$ cat src/rtl/gsp_pkg.sv
// ----------------------------------------------------------------------------
// gsp_pkg
// Shared types, register map and gain schedule for the gain-scheduled
// steering servo PD controller.
// ----------------------------------------------------------------------------
package gsp_pkg;

   // register map, index = paddr[4:2]
   typedef enum logic [2:0] {
      REG_CENTER_DUTY = 3'd0,
      REG_UPPER_LIMIT = 3'd1,
      REG_LOWER_LIMIT = 3'd2,
      REG_DERIV_GAIN  = 3'd3,
      REG_DIFF_GAIN   = 3'd4,
      REG_DEAD_BAND   = 3'd5
   } reg_index_type;

   localparam logic [15:0] CENTER_DUTY_RST = 16'd4500;
   localparam logic [15:0] UPPER_LIMIT_RST = 16'd5600;
   localparam logic [15:0] LOWER_LIMIT_RST = 16'd3400;
   localparam logic [7:0]  DERIV_GAIN_RST  = 8'd50;
   localparam logic [7:0]  DIFF_GAIN_RST   = 8'd0;
   localparam logic [6:0]  DEAD_BAND_RST   = 7'd2;

   // gain schedule
   localparam int TABLE_ENTRIES = 22;
   localparam int TABLE_STORED  = 22;
   localparam logic [7:0] BAND_LOW_MAX  = 8'd40;
   localparam logic [7:0] BAND_MID_END  = 8'd50;
   localparam logic [4:0] GAIN_BAND_LOW = 5'd18;
   localparam logic [4:0] GAIN_BAND_MID = 5'd22;
   localparam logic [4:0] GAIN_BAND_TOP = 5'd25;

   typedef logic [4:0] gain_type;

   localparam gain_type GAIN_TABLE [TABLE_STORED] = '{
      5'd4, 5'd4, 5'd4, 5'd4, 5'd4, 5'd4, 5'd5, 5'd5, 5'd5, 5'd5,
      5'd6, 5'd6, 5'd6, 5'd6, 5'd7, 5'd7, 5'd8, 5'd8, 5'd9, 5'd9,
      5'd10, 5'd10
   };

   // proportional gain from error magnitude (0..128)
   function automatic gain_type pick_gain(input logic [7:0] mag);
      gain_type g;
      if ((32'(mag) < TABLE_ENTRIES) && (32'(mag) < TABLE_STORED)) begin
         g = GAIN_TABLE[mag[4:0]];
      end else if (mag <= BAND_LOW_MAX) begin
         g = GAIN_BAND_LOW;
      end else if (mag < BAND_MID_END) begin
         g = GAIN_BAND_MID;
      end else begin
         g = GAIN_BAND_TOP;
      end
      return g;
   endfunction

endpackage

$ cat src/rtl/gain_scheduled_servo_pd.sv
// ----------------------------------------------------------------------------
// gain_scheduled_servo_pd
// Gain-scheduled PD steering servo controller with APB register port.
// ----------------------------------------------------------------------------
// Usage:
//   req_ channel carries one signed steering error word per control period.
//   rsp_ channel returns one word per request: the clamped duty and the
//   proportional gain picked from the error magnitude.
//   From request accept to rsp_valid a word passes the input register
//   (error plus the two previous errors), then gain pick, three small
//   multiplies, sum and clamp into the result register.
//   Throughput is one word per cycle while rsp_ready stays high; the
//   input register and the result register form a two-stage pipeline,
//   so a new word is taken while a finished result waits. If rsp_ready
//   stays low, the pipeline fills and req_ready drops after two words.
//   The error history shifts on every accepted word, deadband or not.
//   Reset (synchronous) empties the pipeline, clears the error history and
//   loads the register defaults. Registers are written over APB
//   (psel, penable, pwrite, pready all high); pready is tied high. Change
//   registers only while no word is in flight.
// ----------------------------------------------------------------------------
module gain_scheduled_servo_pd (
   input  logic        clock,
   input  logic        reset,
   // request
   input  logic        req_valid,
   output logic        req_ready,
   input  logic signed [7:0] req_steer_error,
   // response
   output logic        rsp_valid,
   input  logic        rsp_ready,
   output logic [15:0] rsp_duty,
   output logic [4:0]  rsp_gain_used,
   // APB registers
   input  logic        psel,
   input  logic        penable,
   input  logic        pwrite,
   input  logic [4:0]  paddr,
   input  logic [31:0] pwdata,
   output logic [31:0] prdata,
   output logic        pready
);

   // registers
   logic [15:0] center_duty_ff;
   logic [15:0] upper_limit_ff;
   logic [15:0] lower_limit_ff;
   logic [7:0]  deriv_gain_ff;
   logic [7:0]  diff_gain_ff;
   logic [6:0]  dead_band_ff;

   logic        csr_write;
   logic [2:0]  csr_index;

   assign pready    = 1'b1;
   assign csr_write = psel & penable & pwrite & pready;
   assign csr_index = paddr[4:2];

   always_ff @(posedge clock) begin
      if (reset) begin
         center_duty_ff <= gsp_pkg::CENTER_DUTY_RST;
         upper_limit_ff <= gsp_pkg::UPPER_LIMIT_RST;
         lower_limit_ff <= gsp_pkg::LOWER_LIMIT_RST;
         deriv_gain_ff  <= gsp_pkg::DERIV_GAIN_RST;
         diff_gain_ff   <= gsp_pkg::DIFF_GAIN_RST;
         dead_band_ff   <= gsp_pkg::DEAD_BAND_RST;
      end else if (csr_write) begin
         case (csr_index)
            gsp_pkg::REG_CENTER_DUTY: center_duty_ff <= pwdata[15:0];
            gsp_pkg::REG_UPPER_LIMIT: upper_limit_ff <= pwdata[15:0];
            gsp_pkg::REG_LOWER_LIMIT: lower_limit_ff <= pwdata[15:0];
            gsp_pkg::REG_DERIV_GAIN:  deriv_gain_ff  <= pwdata[7:0];
            gsp_pkg::REG_DIFF_GAIN:   diff_gain_ff   <= pwdata[7:0];
            gsp_pkg::REG_DEAD_BAND:   dead_band_ff   <= pwdata[6:0];
            default: ;
         endcase
      end
   end

   always_comb begin
      case (csr_index)
         gsp_pkg::REG_CENTER_DUTY: prdata = {16'd0, center_duty_ff};
         gsp_pkg::REG_UPPER_LIMIT: prdata = {16'd0, upper_limit_ff};
         gsp_pkg::REG_LOWER_LIMIT: prdata = {16'd0, lower_limit_ff};
         gsp_pkg::REG_DERIV_GAIN:  prdata = {24'd0, deriv_gain_ff};
         gsp_pkg::REG_DIFF_GAIN:   prdata = {24'd0, diff_gain_ff};
         gsp_pkg::REG_DEAD_BAND:   prdata = {25'd0, dead_band_ff};
         default:                  prdata = 32'd0;
      endcase
   end

   // pipeline control
   logic s1_vld_ff, s1_vld_in;
   logic rsp_vld_ff, rsp_vld_in;
   logic req_take, s1_move;

   assign s1_move   = s1_vld_ff & (~rsp_vld_ff | rsp_ready);
   assign req_ready = ~s1_vld_ff | s1_move;
   assign req_take  = req_valid & req_ready;
   assign s1_vld_in  = req_take | (s1_vld_ff & ~s1_move);
   assign rsp_vld_in = s1_move | (rsp_vld_ff & ~rsp_ready);

   // error history
   logic signed [7:0] prev_error_ff;
   logic signed [7:0] prev_prev_error_ff;

   always_ff @(posedge clock) begin
      if (reset) begin
         s1_vld_ff          <= 1'b0;
         rsp_vld_ff         <= 1'b0;
         prev_error_ff      <= '0;
         prev_prev_error_ff <= '0;
      end else begin
         s1_vld_ff  <= s1_vld_in;
         rsp_vld_ff <= rsp_vld_in;
         if (req_take) begin
            prev_error_ff      <= req_steer_error;
            prev_prev_error_ff <= prev_error_ff;
         end
      end
   end

   // input register: e, e1, e2
   logic signed [7:0] e_ff, e1_ff, e2_ff;

   always_ff @(posedge clock) begin
      if (req_take) begin
         e_ff  <= req_steer_error;
         e1_ff <= prev_error_ff;
         e2_ff <= prev_prev_error_ff;
      end
   end

   // gain pick, PD sum and clamp
   logic [7:0]          mag;
   gsp_pkg::gain_type   gain;
   logic signed [8:0]   d1;
   logic signed [9:0]   d2;
   logic signed [13:0]  p_term;
   logic signed [17:0]  i_term;
   logic signed [18:0]  d_term;
   logic signed [19:0]  center_s, upper_s, lower_s, sum;
   logic [15:0]         duty_in;

   always_comb begin
      mag  = e_ff[7] ? 8'(-{1'b1, e_ff}) : 8'(e_ff);
      gain = gsp_pkg::pick_gain(mag);
      d1   = 9'(e_ff) - 9'(e1_ff);
      d2   = 10'(e_ff) - (10'(e1_ff) <<< 1) + 10'(e2_ff);
      p_term = $signed({1'b0, gain}) * 14'(e_ff);
      i_term = $signed({1'b0, diff_gain_ff}) * 18'(d1);
      d_term = $signed({1'b0, deriv_gain_ff}) * 19'(d2);
      center_s = $signed({4'd0, center_duty_ff});
      upper_s  = $signed({4'd0, upper_limit_ff});
      lower_s  = $signed({4'd0, lower_limit_ff});
      if (mag <= {1'b0, dead_band_ff}) begin
         sum = center_s;
      end else begin
         sum = center_s + 20'(p_term) + 20'(i_term) + 20'(d_term);
      end
      // upper test first so crossed limits resolve to upper
      if (sum >= upper_s) begin
         duty_in = upper_limit_ff;
      end else if (sum <= lower_s) begin
         duty_in = lower_limit_ff;
      end else begin
         duty_in = sum[15:0];
      end
   end

   // result register
   logic [15:0]       duty_ff;
   gsp_pkg::gain_type gain_ff;

   always_ff @(posedge clock) begin
      if (s1_move) begin
         duty_ff <= duty_in;
         gain_ff <= gain;
      end
   end

   assign rsp_valid     = rsp_vld_ff;
   assign rsp_duty      = duty_ff;
   assign rsp_gain_used = gain_ff;

   // checks
   a_hist_shift: assert property (@(posedge clock) disable iff (reset)
      req_valid && req_ready |=> prev_prev_error_ff == $past(prev_error_ff))
      else $error("error history did not shift");

   a_fill: assert property (@(posedge clock) disable iff (reset)
      req_valid && req_ready |=> s1_vld_ff)
      else $error("accepted word lost from input stage");

   a_gain_range: assert property (@(posedge clock) disable iff (reset)
      rsp_valid |-> rsp_gain_used <= gsp_pkg::GAIN_BAND_TOP)
      else $error("gain out of schedule range");

   a_duty_clamp: assert property (@(posedge clock) disable iff (reset)
      rsp_valid |-> (rsp_duty == upper_limit_ff || rsp_duty == lower_limit_ff ||
                     (rsp_duty > lower_limit_ff && rsp_duty < upper_limit_ff)))
      else $error("duty outside limits");

endmodule
$ cat config.mk
export PLATFORM = sky130hd
export DESIGN_NAME = gain_scheduled_servo_pd
export DESIGN_NICKNAME = d
export VERILOG_FILES = /design/src/rtl/gsp_pkg.sv /design/src/rtl/gain_scheduled_servo_pd.sv
export SDC_FILE = /design/constraint.sdc
export NUM_CORES = 1
export LEC_CHECK = 0
export ABC_AREA = 1
export BUFFER_PORTS_ARGS = -buffer_cell sky130_fd_sc_hd__buf_2
export CORE_UTILIZATION = 40
export CTS_CLUSTER_DIAMETER = 30
export DETAILED_ROUTE_END_ITERATION = 6
export PLACE_DENSITY = 0.58
export SLEW_MARGIN = 20
export SYNTH_ARGS = -nofsm -noshare
export SYNTH_HDL_FRONTEND = slang
export SYNTH_SLANG_ARGS = --single-unit
$ cat constraint.sdc
create_clock -name clock -period 9.95 [get_ports clock]
set_input_delay 0.995 -clock clock [delete_from_list [all_inputs] [get_ports clock]]
set_output_delay 0.995 -clock clock [all_outputs]
set_load 0.05 [all_outputs]
* Word-level counts from Yosys, hierarchy flattened *
Memory sizes are Yosys's and may differ from the RTL's.
Cells that the tools add are included.

operators by class
  $mul = 3
  equality and inequality tests = 5
  magnitude comparators = 7
  multiplexer cells = 10
  bitwise gates (word level) = 15
  $add $sub $neg = 7
  reductions and logical operators = 7

operator list
  cell                number
  $pmux 16 s6         1
  $mux 16             2
  $add 19x19->20      1
  $ge 20x17->1        1
  $le 20x17->1        1
  $mux 20             1
  $add 18x18->19      1
  $mul 9x10->19       1
  $add 17x14->18      1
  $mul 9x9->18        1
  $mux 5              3
  $mul 6x8->14        1
  $reduce_and 2->1    6
  $add 10x8->10       1
  $sub 8x9->10        1
  $sub 8x8->9         1
  $le 8x6->1 const B  1
  $le 8x7->1          1
  $lt 8x5->1 const B  1
  $lt 8x6->1 const B  1
  $mux 4              2
  $mux 8              1
  $neg 8->8           1
  $and 1x1->1         6
  other kinds (8)     16

storage, ports and cells
  bits of input ports = 52
  memory bits (read-only) = 160
  register bits after elaboration = 134
  word-level logic and storage cells = 70
  output and inout port bits = 56
  memories = 1

memory list
  memory           depth  width  rd ports  clocked after Yosys merged registers in  write ports  line           RTL
  (no name shown)  32     5      1         0                                        0            gsp_pkg.sv:46  g = GAIN_TABLE[mag[4:0]];

* Longest topological paths before layout *
Gate-level depths: netlist (run 1).

  depth in word-level cells = 15
  mapped depth = 52
  depth with buffers taken out = 51

* Least setup slack after synthesis (run 1) *
OpenSTA, ideal clock, no wires.

  path kind = flip-flop to flip-flop
  start = register e_ff[3]
  end = register duty_ff[7] (netlist: rsp_duty[7]), data pin
  setup slack = 894 ps
  arrival = 8,803 ps
  library setup time = 253 ps
  clock period less this slack = 9,056 ps
  data required time = 9,697 ps
  buffers on the path = 1
  cell stages (with the launch flop) = 50
  cell sequence = edfxtp_1 inv_1 fa_1 inv_1 ha_1 a21oi_1 nand2_1 a21oi_1 o21bai_1 nand2_1 nand2_1 a21oi_1 or2_2 nand2_1 inv_1 nand2_1 fa_1 inv_1 [... 14 more ...] nand2_1 nand2_1 nand2_1 xor2_1 nand2_1 o21ai_0 inv_1 ha_1 nand4_1 nor3_1 a21oi_1 o21ai_0 nand2_1 nand2_2 buf_2 nand3_1 nand3_1 nand2_1

between the ends
  longest elaborated chain between the ends = 15
  elaborated cells between the ends (all ways) = 27
  classes of those cells = add/sub: 7; mul: 3; order compare: 6; mux: 9; bitwise: 1; memory: 1

RTL lines
  element                                     line                            RTL
  start: declaration                          gain_scheduled_servo_pd.sv:124  logic signed [7:0] e_ff, e1_ff, e2_ff;
  start signal: assignment                    gain_scheduled_servo_pd.sv:128  e_ff <= req_steer_error;
  $neg 8->8                                   gain_scheduled_servo_pd.sv:146  mag = e_ff[7] ? 8'(-{1'b1, e_ff}) : 8'(e_ff);
  $mux 8                                      gain_scheduled_servo_pd.sv:146
  $not 5->6 (not written as such)             gsp_pkg.sv:46
  $mem_v2 32x5                                n/a
  $mux 5 (not written as such) (2 in series)  gsp_pkg.sv:46
  $mux 5                                      gsp_pkg.sv:45                   if ((32'(mag) < TABLE_ENTRIES) && (32'(mag) < TABLE_STORED)) begin
  $mul 6x8->14                                gain_scheduled_servo_pd.sv:150  p_term = $signed({1'b0, gain}) * 14'(e_ff);
  $add 17x14->18                              gain_scheduled_servo_pd.sv:159  sum = center_s + 20'(p_term) + 20'(i_term) + 20'(d_term);
  $add 18x18->19                              gain_scheduled_servo_pd.sv:159
  $add 19x19->20                              gain_scheduled_servo_pd.sv:159
  $mux 20 (*)                                 gain_scheduled_servo_pd.sv:156  if (mag <= {1'b0, dead_band_ff}) begin
  $le 20x17->1                                gain_scheduled_servo_pd.sv:164  end else if (sum <= lower_s) begin
  $mux 16                                     gain_scheduled_servo_pd.sv:164
  $mux 16 (*)                                 gain_scheduled_servo_pd.sv:162  if (sum >= upper_s) begin
  net duty_in[7]                              gain_scheduled_servo_pd.sv:143  logic [15:0] duty_in;
  end signal: assignment                      gain_scheduled_servo_pd.sv:177  duty_ff <= duty_in;
  end: declaration                            gain_scheduled_servo_pd.sv:172  logic [15:0] duty_ff;

Mark *: on every way through the listed nets, which the timed path passes. The rest lies on a longest branch. The select of a mux whose other input is x is not followed.
A chain may end at the register's enable or synchronous reset.

* Final worst setup path (run 1) *
  start = register e_ff[2]
  end = register duty_ff[0] (netlist: rsp_duty[0]), data pin

The elaborated chain is that of the path after synthesis.

==> implementation parameters, run 1 <==
Parameter                              Value

Worst setup path
  CP Launch Type ... flop
  Peak fanout along the critical path ... 6
  Required time at the endpoint of the critical path ... 10,150 ps
  CP endpoint kind ... flop
  Worst Setup Path Type ... flop to flop
  Arrival time of the worst setup path ... 9700 ps
  Slowest library cell on the worst path ... sky130_fd_sc_hd__fa_1
  Max stage delay on crit path ... 600 ps
  Setup slack of the most critical reg-to-reg path ... 450 ps

Timing
  Setup skew after layout ... 17.2 ps
  Maximum clock frequency ... 105 MHz
  Worst hold slack after final layout ... 432 ps
  Fin worst setup slack ... 451 ps
  Final slew viol count ... 0
  Final number of setup-violating endpoints ... 0
  Fin crit period ... 9500 ps
  Share of the clock period used by the worst path after layout ... 0.955
  Slew at the pin closest to its max-slew limit ... 828 ps
  Final Hold Violating Endpoints ... 0
  Slew Limit Headroom ... 0.447

Routing
  Total wire length ... 46.3 mm
  Remaining antenna violation count ... 0
  Via total after detailed routing ... 13,300
  Average vias per placed instance ... 4.92
  Post-route DRC ... 0
  Routed wire length per instance ... 17.1 microns
  First drt pass iteration count ... 5
  Violation count after the first detailed-routing iteration ... 931

Clock network
  H-tree depth ... 4
  CTS Hold Buffers Added ... 0
  Clock-pin slew on the worst setup and hold paths ... 70 ps
  TritonCTS Sinks ... 134
  Number of buffers added by the clock tree synthesis step ... 17
  Maximum count of clock buffers along a single path ... 2
  Root cell of the clock tree ... sky130_fd_sc_hd__clkbuf_16
  CTS tree ... yes
  Clock network latency to the later pin of the worst-skew pair ... 450 ps

GRT
  Maximum number of pins on one net before global-route repair ... 69
  Initial antenna violation count ... 0
  Aggregate global routing overflow ... 0
  GRT Resource Usage Total ... 0.231
  Via count of the first global-routing pass ... 13,800
  First-pass GRT wire length ... 73.8 mm

Yosys
  Total of warnings raised by yosys ... 0
  Sequential fraction of the synthesis area ... 0.190
  EDFF count, synth ... 45
  Most frequent cells after synthesis ... sky130_fd_sc_hd__inv_1, sky130_fd_sc_hd__nand2_1, sky130_fd_sc_hd__fa_1
  Leading cell types by total area after synthesis ... sky130_fd_sc_hd__fa_1, sky130_fd_sc_hd__ha_1, sky130_fd_sc_hd__inv_1, sky130_fd_sc_hd__dfxtp_1, sky130_fd_sc_hd__nand2_1
  Number of library cell types mapped by synthesis ... 48
  Post-synthesis cell count ... 2,057
  Most common cell in the netlist ... sky130_fd_sc_hd__inv_1
  Number of storage elements in the synthesis netlist ... 134
  Area share of the leading cell type in the synthesized netlist ... 0.274
  Average cell area after synthesis ... 8.01 sq um
  Async SR Flop Fraction ... 0
  Cell area after synthesis ... 16,500 sq um
  Library cell with the largest summed area after synthesis ... sky130_fd_sc_hd__fa_1
  Primary FF master, synth ... sky130_fd_sc_hd__dfxtp_1

Die
  Horiz. Die Dim ... 205 microns
  Floorplan die height ... 205 microns
  Rows ... 73
  Placeable core region ... 40,200 sq um
  Top-level port count ... 108
  Initial Util ... 0.410
  Die outline area ... 42,000 sq um

Min path
  Worst hold-check path type ... flop to flop

Finish
  Nets ... 2,616
  Util after Layout ... 0.462
  Layout-stage area growth over the synthesis result ... 12.8%
  Fraction of final layout cells with drive strength greater than 1 ... 0.117
  Final antenna diode count ... 0
  Fill cells ... 3,995

Place
  Placed wire-length estimate after detailed placement ... 38.8 mm
  Number of buffer cells added on primary ports ... 72
  Setup Slack @ Placement ... 70.0 ps
  Routability cong. ... 0.900

Outcome
  Status ... completed

Flow run
  Count of max-cap constraint violations ... 0
## registers in the layout, indices dropped and copies added, names as in the netlist
| signal | count |
|---|---|
| center_duty_ff | 16 |
| lower_limit_ff | 16 |
| rsp_duty | 16 |
| upper_limit_ff | 16 |
| deriv_gain_ff | 8 |
| diff_gain_ff | 8 |
| e1_ff | 8 |
| e2_ff | 8 |
| e_ff | 8 |
| prev_error_ff | 8 |
| prev_prev_error_ff | 8 |
| dead_band_ff | 7 |
| rsp_gain_used | 5 |
| rsp_valid | 1 |
| s1_vld_ff | 1 |
## area by class of cell
cell class / instances / area (sq um) / share of cell area
Clock buffer: 20 / 468 / 0.0252
Clock inverter: 12 / 165 / 0.00889
Inverter: 504 / 1900 / 0.102
Multi-Input combinational cell: 1371 / 11400 / 0.612
Sequential cell: 134 / 3130 / 0.169
Tap cell: 525 / 657 / 0.0354
Timing Repair Buffer: 140 / 883 / 0.0476
## routing by layer
metal / up-vias / share of wire / global-route usage
li1: 6487 / - / -
met1: 6461 / 0.45 / 0.305
met2: 310 / 0.49 / 0.393
met3: 68 / 0.039 / 0.0301
met4: 0 / 0.027 / 0.0685
met5: - / 0 / 0
## layout by cell type (no fill, tap or decap), types with 4 or more instances in the layout
| cell | instances |
|---|---|
| sky130_fd_sc_hd__a21oi_1 | 95 |
| sky130_fd_sc_hd__a21oi_2 | 7 |
| sky130_fd_sc_hd__buf_2 | 72 |
| sky130_fd_sc_hd__buf_4 | 67 |
| sky130_fd_sc_hd__clkbuf_16 | 18 |
| sky130_fd_sc_hd__clkinv_1 | 4 |
| sky130_fd_sc_hd__clkinv_4 | 4 |
| sky130_fd_sc_hd__conb_1 | 17 |
| sky130_fd_sc_hd__dfxtp_1 | 89 |
| sky130_fd_sc_hd__edfxtp_1 | 45 |
| sky130_fd_sc_hd__fa_1 | 224 |
| sky130_fd_sc_hd__ha_1 | 165 |
| sky130_fd_sc_hd__ha_4 | 4 |
| sky130_fd_sc_hd__inv_1 | 483 |
| sky130_fd_sc_hd__inv_2 | 13 |
| sky130_fd_sc_hd__inv_4 | 4 |
| sky130_fd_sc_hd__nand2_1 | 388 |
| sky130_fd_sc_hd__nand2_2 | 15 |
| sky130_fd_sc_hd__nand3_1 | 64 |
| sky130_fd_sc_hd__nand3b_1 | 4 |
| sky130_fd_sc_hd__nand4_1 | 6 |
| sky130_fd_sc_hd__nor2_1 | 156 |
| sky130_fd_sc_hd__nor2_2 | 8 |
| sky130_fd_sc_hd__nor3_1 | 8 |
| sky130_fd_sc_hd__o211ai_1 | 14 |
| sky130_fd_sc_hd__o21ai_0 | 91 |
| sky130_fd_sc_hd__o21ai_1 | 6 |
| sky130_fd_sc_hd__o21ai_2 | 4 |
| sky130_fd_sc_hd__o21bai_1 | 4 |
| sky130_fd_sc_hd__o221ai_1 | 13 |
| sky130_fd_sc_hd__o22ai_1 | 11 |
| sky130_fd_sc_hd__or2_2 | 11 |
| sky130_fd_sc_hd__xnor2_1 | 13 |
| sky130_fd_sc_hd__xor2_1 | 12 |
## cell families (layout without fill, tap and decap cells)
| group | after synthesis | in the layout | share of synthesized area |
|---|---|---|---|
| adders and majority gates | 396 | 396 | 0.403 |
| other | 2 | 17 | 0.000456 |
| buffers and inverters | 567 | 676 | 0.135 |
| and+or+nand+nor | 670 | 670 | 0.166 |
| AOI/OAI and AO/OA | 258 | 258 | 0.0882 |
| xor gates and xnor gates | 30 | 30 | 0.0169 |
| DFF | 134 | 134 | 0.190 |
## final timing paths
path / start / cells after the start / end
setup / recovery: e_ff[2] / 48 / rsp_duty[0]
hold / removal: prev_prev_error_ff[0] / 0 / e2_ff[0]
setup reg to reg: e_ff[2] / 48 / rsp_duty[0]
hold reg to reg: prev_prev_error_ff[0] / 0 / e2_ff[0]
## critical path, delay by kind of cell, from the launching register on
| kind | cells | cell delay (ps) |
|---|---|---|
| flip-flops | 1 | 370 |
| AND/OR/NAND/NOR | 19 | 2000 |
| buffers and inverters | 11 | 850 |
| AO/OA/AOI/OAI | 7 | 950 |
| adder cells (fa/ha/maj) | 11 | 5080 |
## metrics by stage
step	std cells	TNS, ps	cell area, sq um
floorplan	2072	0	16500
global placement	2666	0	17700
detailed placement	2666	0	17700
CTS	2698	0	18300
global route	2706	-600	18600
finish	2706	0	18600
## timing repair
item / CTS / global route
gates resized for setup: 0 / 55
setup buffers: 0 / 8
endpoints found under the setup margin: 0 / 16
Power of run 1 is not shown: default switching activity piles up to over one toggle a cycle in this logic, so the estimate is an artifact.
==> run 2: changes to the inputs <==
- MAX_ROUTING_LAYER: not set -> met4
- SETUP_SLACK_MARGIN: not set -> 0.5
- clock period: 9.95 -> 12.2 ns (I/O delays scaled with it)
==> implementation parameters, run 2 (same netlist as run 1, synthesis figures left out) <==
Parameter                              Value

Worst setup path
  Top cell by count, worst path ... sky130_fd_sc_hd__nand2_1
  Setup slack of the most critical reg-to-reg path ... 1160 ps (was 450 ps)
  Slowest library cell on the worst path ... sky130_fd_sc_hd__edfxtp_1 (was sky130_fd_sc_hd__fa_1)
  Worst Setup Path Type ... flop to flop (unchanged)
  Required time at the endpoint of the critical path ... 12,500 ps (was 10,150 ps)
  Delay-heaviest family, CP ... adder cells (unchanged)
  Buffers plus inverters on the worst setup path ... 9 (was 11)
  Critical register-to-register path endpoint ... rsp_duty[6] (was rsp_duty[0])
  Arrival time of the worst setup path ... 11,340 ps (was 9700 ps)
  Peak fanout along the critical path ... 17 (was 6)
  Logic depth of the worst setup path including buffers ... 44 (was 48)
  Critical Path End ... rsp_duty[6] (was rsp_duty[0])
  CP Launch Type ... flop (unchanged)
  Startpoint of the worst-slack reg-to-reg timing path ... e_ff[7] (was e_ff[2])
  CP endpoint kind ... flop (unchanged)
  Timing startpoint of the critical path ... e_ff[7] (was e_ff[2])
  Max stage delay on crit path ... 700 ps (was 600 ps)
  Logic depth of the worst register-to-register path ... 44 (was 48)

GRT
  Via count of the first global-routing pass ... 13,500 (was 13,800)
  First-pass GRT wire length ... 73.7 mm (was 73.8 mm)
  GRT Resource Usage Total ... 0.238 (was 0.231)
  Maximum number of pins on one net before global-route repair ... 69 (unchanged)
  Initial antenna violation count ... 0 (unchanged)
  Aggregate global routing overflow ... 0 (unchanged)

Clock network
  Count of instances resized after the clock tree is built ... 0 (unchanged)
  Post-CTS setup buffer count ... 0 (unchanged)
  Root cell of the clock tree ... sky130_fd_sc_hd__clkbuf_16 (unchanged)
  Maximum count of clock buffers along a single path ... 2 (unchanged)
  CTS tree ... yes (unchanged)
  CTS Hold Buffers Added ... 0 (unchanged)
  Clock network latency to the later pin of the worst-skew pair ... 460 ps (was 450 ps)
  Number of buffers added by the clock tree synthesis step ... 17 (unchanged)
  H-tree depth ... 4 (unchanged)
  Clock-pin slew on the worst setup and hold paths ... 60 ps (was 70 ps)
  TritonCTS Sinks ... 134 (unchanged)

Min path
  Worst hold-check path type ... flop to flop (unchanged)

Timing
  Final Hold Violating Endpoints ... 0 (unchanged)
  Share of the clock period used by the worst path after layout ... 0.905 (was 0.955)
  Setup repair after global routing missed its margin ... no
  Slew at the pin closest to its max-slew limit ... 862 ps (was 828 ps)
  Maximum clock frequency ... 90.5 MHz (was 105 MHz)
  Final slew viol count ... 0 (unchanged)
  Final number of setup-violating endpoints ... 0 (unchanged)
  Fin crit period ... 11,040 ps (was 9500 ps)
  Sum Neg Setup Slack ... 0 ps (unchanged)
  Slew Limit Headroom ... 0.424 (was 0.447)
  Setup skew after layout ... 14.3 ps (was 17.2 ps)

Finish
  Fill cells ... 4,015 (was 3,995)
  Most common cell after layout, fill and taps aside ... sky130_fd_sc_hd__inv_1 (unchanged)
  Leading cell types in the layout, fill and taps excluded ... sky130_fd_sc_hd__inv_1, sky130_fd_sc_hd__nand2_1, sky130_fd_sc_hd__fa_1 (unchanged)
  Nets ... 2,556 (was 2,616)
  Fraction of final layout cells with drive strength greater than 1 ... 0.0726 (was 0.117)
  Final antenna diode count ... 0 (unchanged)
  Layout-stage area growth over the synthesis result ... 8.55% (was 12.8%)

Routing
  First drt pass iteration count ... 5 (unchanged)
  Average vias per placed instance ... 4.94 (was 4.92)
  Post-route DRC ... 0 (unchanged)
  Remaining antenna violation count ... 0 (unchanged)
  Routed wire length per instance ... 17.4 microns (was 17.1 microns)
  Violation count after the first detailed-routing iteration ... 888 (was 931)
  Total wire length ... 46.0 mm (was 46.3 mm)
  Via total after detailed routing ... 13,100 (was 13,300)

Die
  Initial Util ... 0.410 (unchanged)
  Die outline area ... 42,000 sq um (unchanged)
  Top-level port count ... 108 (unchanged)
  Floorplan die height ... 205 microns (unchanged)
  Rows ... 73 (unchanged)
  Horiz. Die Dim ... 205 microns (unchanged)
  Placeable core region ... 40,200 sq um (unchanged)

Flow run
  Count of max-cap constraint violations ... 0 (unchanged)

Place
  Routability cong. ... 0.921 (was 0.900)
  Number of buffer cells added on primary ports ... 72 (unchanged)
  Placed wire-length estimate after detailed placement ... 38.6 mm (was 38.8 mm)

Outcome
  Status ... completed (unchanged)
[run 2: changes by cell type in the layout (fill, tap and decap cells not counted), moves of 4 or more]
cell / before / now
sky130_fd_sc_hd__buf_4: 67 / 8
sky130_fd_sc_hd__nand2_1: 388 / 396
sky130_fd_sc_hd__a21oi_2: 7 / 1
sky130_fd_sc_hd__nor2_2: 8 / 1
sky130_fd_sc_hd__o21ai_1: 6 / 2
sky130_fd_sc_hd__nand2_2: 15 / 7
sky130_fd_sc_hd__o21ai_0: 91 / 98
sky130_fd_sc_hd__ha_1: 165 / 171
sky130_fd_sc_hd__ha_4: 4 / 0
sky130_fd_sc_hd__nor2_1: 156 / 163
sky130_fd_sc_hd__inv_1: 483 / 487
sky130_fd_sc_hd__a21oi_1: 95 / 101
[run 2: stage by stage]
stage                     hold WS, ps  instance area (sq um)  setup WS (ps)  instances   util
after detailed placement          417                  17300           1300       2614  0.430
after CTS                         431                  17900           1180       2646  0.445
after floorplan                   409                  16500           3140       2072      -
final                             435                  17900           1160       2646  0.445
after global placement            413                  17300           1410       2614  0.430
after global routing              438                  17900            515       2646  0.445
[run 2: final cells by class]
cell class | count | area, sq um | share of cell area
inverters | 504 | 1890 | 0.106
clock inverters | 13 | 141 | 0.00791
well taps | 525 | 657 | 0.0367
clock buffers | 19 | 454 | 0.0254
repair buffers | 80 | 420 | 0.0235
flip-flops and latches | 134 | 3130 | 0.175
multi-input cells | 1371 | 11200 | 0.625
[run 2: how the worst min path moves through the flow]
stage                           from  endpoint  cells past startpoint
2_1_floorplan  prev_prev_error_ff[0]  e2_ff[0]                      0
3_3_place_gp   prev_prev_error_ff[0]  e2_ff[0]                      0
3_5_place_dp   prev_prev_error_ff[4]  e2_ff[4]                      0
4_1_cts        prev_prev_error_ff[4]  e2_ff[4]                      0
5_1_grt        prev_prev_error_ff[4]  e2_ff[4]                      0
6_report       prev_prev_error_ff[4]  e2_ff[4]                      0
[run 2: metal layers]
layer / GRT usage / part of all wire / up-vias
met5: - / 0 / -
met4: 0.0817 / 0.031 / 0
met3: 0.0283 / 0.045 / 70
met2: 0.386 / 0.48 / 317
met1: 0.308 / 0.44 / 6339
li1: - / - / 6355
Power of run 2 is left out for the same reason.
==> run 3: changes to the inputs <==
- CTS_BUF_LIST: not set -> sky130_fd_sc_hd__clkbuf_4 sky130_fd_sc_hd__clkbuf_8
==> implementation parameters, run 3 (same netlist as run 1, synthesis figures left out) <==
Parameter                              Value

Finish
  Most common cell after layout, fill and taps aside ... sky130_fd_sc_hd__inv_1 (unchanged)
  Final design instance area without fill ... 17,700 sq um (was 17,900 sq um)
  Leading cell types in the layout, fill and taps excluded ... sky130_fd_sc_hd__inv_1, sky130_fd_sc_hd__nand2_1, sky130_fd_sc_hd__fa_1 (unchanged)
  Fill cells ... 4,037 (was 4,015)
  Layout-stage area growth over the synthesis result ... 7.45% (was 8.55%)
  Final antenna diode count ... 0 (unchanged)
  Final cell count without fillers ... 2,646 (unchanged)
  Fraction of final layout cells with drive strength greater than 1 ... 0.0731 (was 0.0726)
  Nets ... 2,556 (unchanged)

Flow run
  Count of max-cap constraint violations ... 0 (unchanged)

Worst setup path
  Slowest library cell on the worst path ... sky130_fd_sc_hd__edfxtp_1 (unchanged)
  Logic depth of the worst register-to-register path ... 44 (unchanged)
  Max stage delay on crit path ... 720 ps (was 700 ps)
  CP Launch Type ... flop (unchanged)
  Critical register-to-register path endpoint ... rsp_duty[6] (unchanged)
  Arrival time of the worst setup path ... 11,370 ps (was 11,340 ps)
  Timing startpoint of the critical path ... e_ff[7] (unchanged)
  Peak fanout along the critical path ... 17 (unchanged)
  Setup slack of the most critical reg-to-reg path ... 1160 ps (about the same)
  Worst Setup Path Type ... flop to flop (unchanged)
  Top cell by count, worst path ... sky130_fd_sc_hd__nand2_1 (unchanged)
  Required time at the endpoint of the critical path ... 12,530 ps (was 12,500 ps)
  Startpoint of the worst-slack reg-to-reg timing path ... e_ff[7] (unchanged)
  CP endpoint kind ... flop (unchanged)

Clock network
  Post-CTS setup buffer count ... 0 (unchanged)
  TritonCTS Sinks ... 134 (unchanged)
  Clock-pin slew on the worst setup and hold paths ... 80 ps (was 60 ps)
  CTS Hold Buffers Added ... 0 (unchanged)
  Number of buffers added by the clock tree synthesis step ... 17 (unchanged)
  Root cell of the clock tree ... sky130_fd_sc_hd__clkbuf_8 (was sky130_fd_sc_hd__clkbuf_16)
  Count of instances resized after the clock tree is built ... 0 (unchanged)
  Clock network latency to the later pin of the worst-skew pair ... 480 ps (was 460 ps)
  Maximum count of clock buffers along a single path ... 2 (unchanged)
  CTS tree ... yes (unchanged)
  H-tree depth ... 4 (unchanged)

Timing
  Final slew viol count ... 0 (unchanged)
  Fin crit period ... 11,040 ps (about the same)
  Setup repair after global routing missed its margin ... no (unchanged)
  Sum Neg Setup Slack ... 0 ps (unchanged)
  Final number of setup-violating endpoints ... 0 (unchanged)
  Worst hold slack after final layout ... 438 ps (was 435 ps)
  Slew Limit Headroom ... 0.404 (was 0.424)
  Final Hold Violating Endpoints ... 0 (unchanged)
  Slew at the pin closest to its max-slew limit ... 888 ps (was 862 ps)
  Maximum clock frequency ... 90.6 MHz (was 90.5 MHz)
  Share of the clock period used by the worst path after layout ... 0.905 (about the same)
  Setup skew after layout ... 15.0 ps (was 14.3 ps)

Routing
  Routed wire length per instance ... 17.4 microns (about the same)
  Total wire length ... 45.9 mm (was 46.0 mm)
  Via total after detailed routing ... 13,200 (was 13,100)
  First drt pass iteration count ... 5 (unchanged)
  Post-route DRC ... 0 (unchanged)
  Average vias per placed instance ... 4.99 (was 4.94)
  Violation count after the first detailed-routing iteration ... 871 (was 888)
  Remaining antenna violation count ... 0 (unchanged)

Place
  Placed insts ... 2,614 (unchanged)
  Number of buffer cells added on primary ports ... 72 (unchanged)
  Dpl cell area ... 17,300 sq um (unchanged)
  Routability cong. ... 0.921 (unchanged)
  Placed wire-length estimate after detailed placement ... 38.6 mm (unchanged)

Min path
  Hold endpoint ... e2_ff[4] (unchanged)
  Cell depth of the worst min-delay path ... 0 (unchanged)
  Worst hold-check path type ... flop to flop (unchanged)
  Worst Hold Launch ... prev_prev_error_ff[4] (unchanged)

Die
  Floorplan die height ... 205 microns (unchanged)
  Initial Util ... 0.410 (unchanged)
  Die outline area ... 42,000 sq um (unchanged)
  Rows ... 73 (unchanged)
  Top-level port count ... 108 (unchanged)
  Horiz. Die Dim ... 205 microns (unchanged)
  Placeable core region ... 40,200 sq um (unchanged)

GRT
  Aggregate global routing overflow ... 0 (unchanged)
  First-pass GRT wire length ... 73.7 mm (about the same)
  Maximum number of pins on one net before global-route repair ... 69 (unchanged)
  Initial antenna violation count ... 0 (unchanged)
  GRT Resource Usage Total ... 0.237 (was 0.238)
  Via count of the first global-routing pass ... 13,500 (about the same)

Outcome
  Status ... completed (unchanged)
==> run 3: cell count changes in the layout (fill, tap and decap cells not counted), sizes merged <==
cell	delta
bufinv	+1
clkbuf	-1
==> run 3: critical path: cells and delay by family (launching register included) <==
family / cells / cell delay, ps
XOR/XNOR: 2 / 790
buffers and inverters: 9 / 1300
AND/OR/NAND/NOR: 19 / 2450
AO/OA/AOI/OAI: 3 / 550
adder cells (fa/ha/maj): 11 / 5070
flip-flops: 1 / 720
==> run 3: per-layer routing <==
layer / global-route usage / vias up / share of wire / wire [microns]
met4: 0.0807 / 0 / 0.031 / 1410
li1: - / 6361 / - / -
met1: 0.308 / 6417 / 0.44 / 20200
met3: 0.0245 / 65 / 0.044 / 2000
met5: - / - / 0 / 0
met2: 0.385 / 353 / 0.49 / 22300
==> run 3: area by class of cell <==
cell class	instances	area (sq um)	share of cell area
clock buffers	18	241	0.0136
clock inverters	14	171	0.00969
inverters	504	1890	0.107
multi-input cells	1371	11200	0.632
flip-flops and latches	134	3130	0.177
well taps	525	657	0.0371
repair buffers	80	420	0.0238
==> run 3: worst max path at each step <==
stage                   end  slack [ps]
2_1_floorplan  rsp_duty[10]        3140
3_3_place_gp    rsp_duty[6]        1410
3_5_place_dp    rsp_duty[6]        1300
4_1_cts         rsp_duty[6]        1190
5_1_grt         rsp_duty[7]         510
6_report        rsp_duty[6]        1160
==> run 3: metrics by stage <==
stage | util | setup slack [ps]
floorplan | - | 3140
detailed placement | 0.430 | 1300
CTS | 0.440 | 1190
global route | 0.440 | 512
finish | 0.440 | 1160
global placement | 0.430 | 1410
Power of run 3 is left out for the same reason.
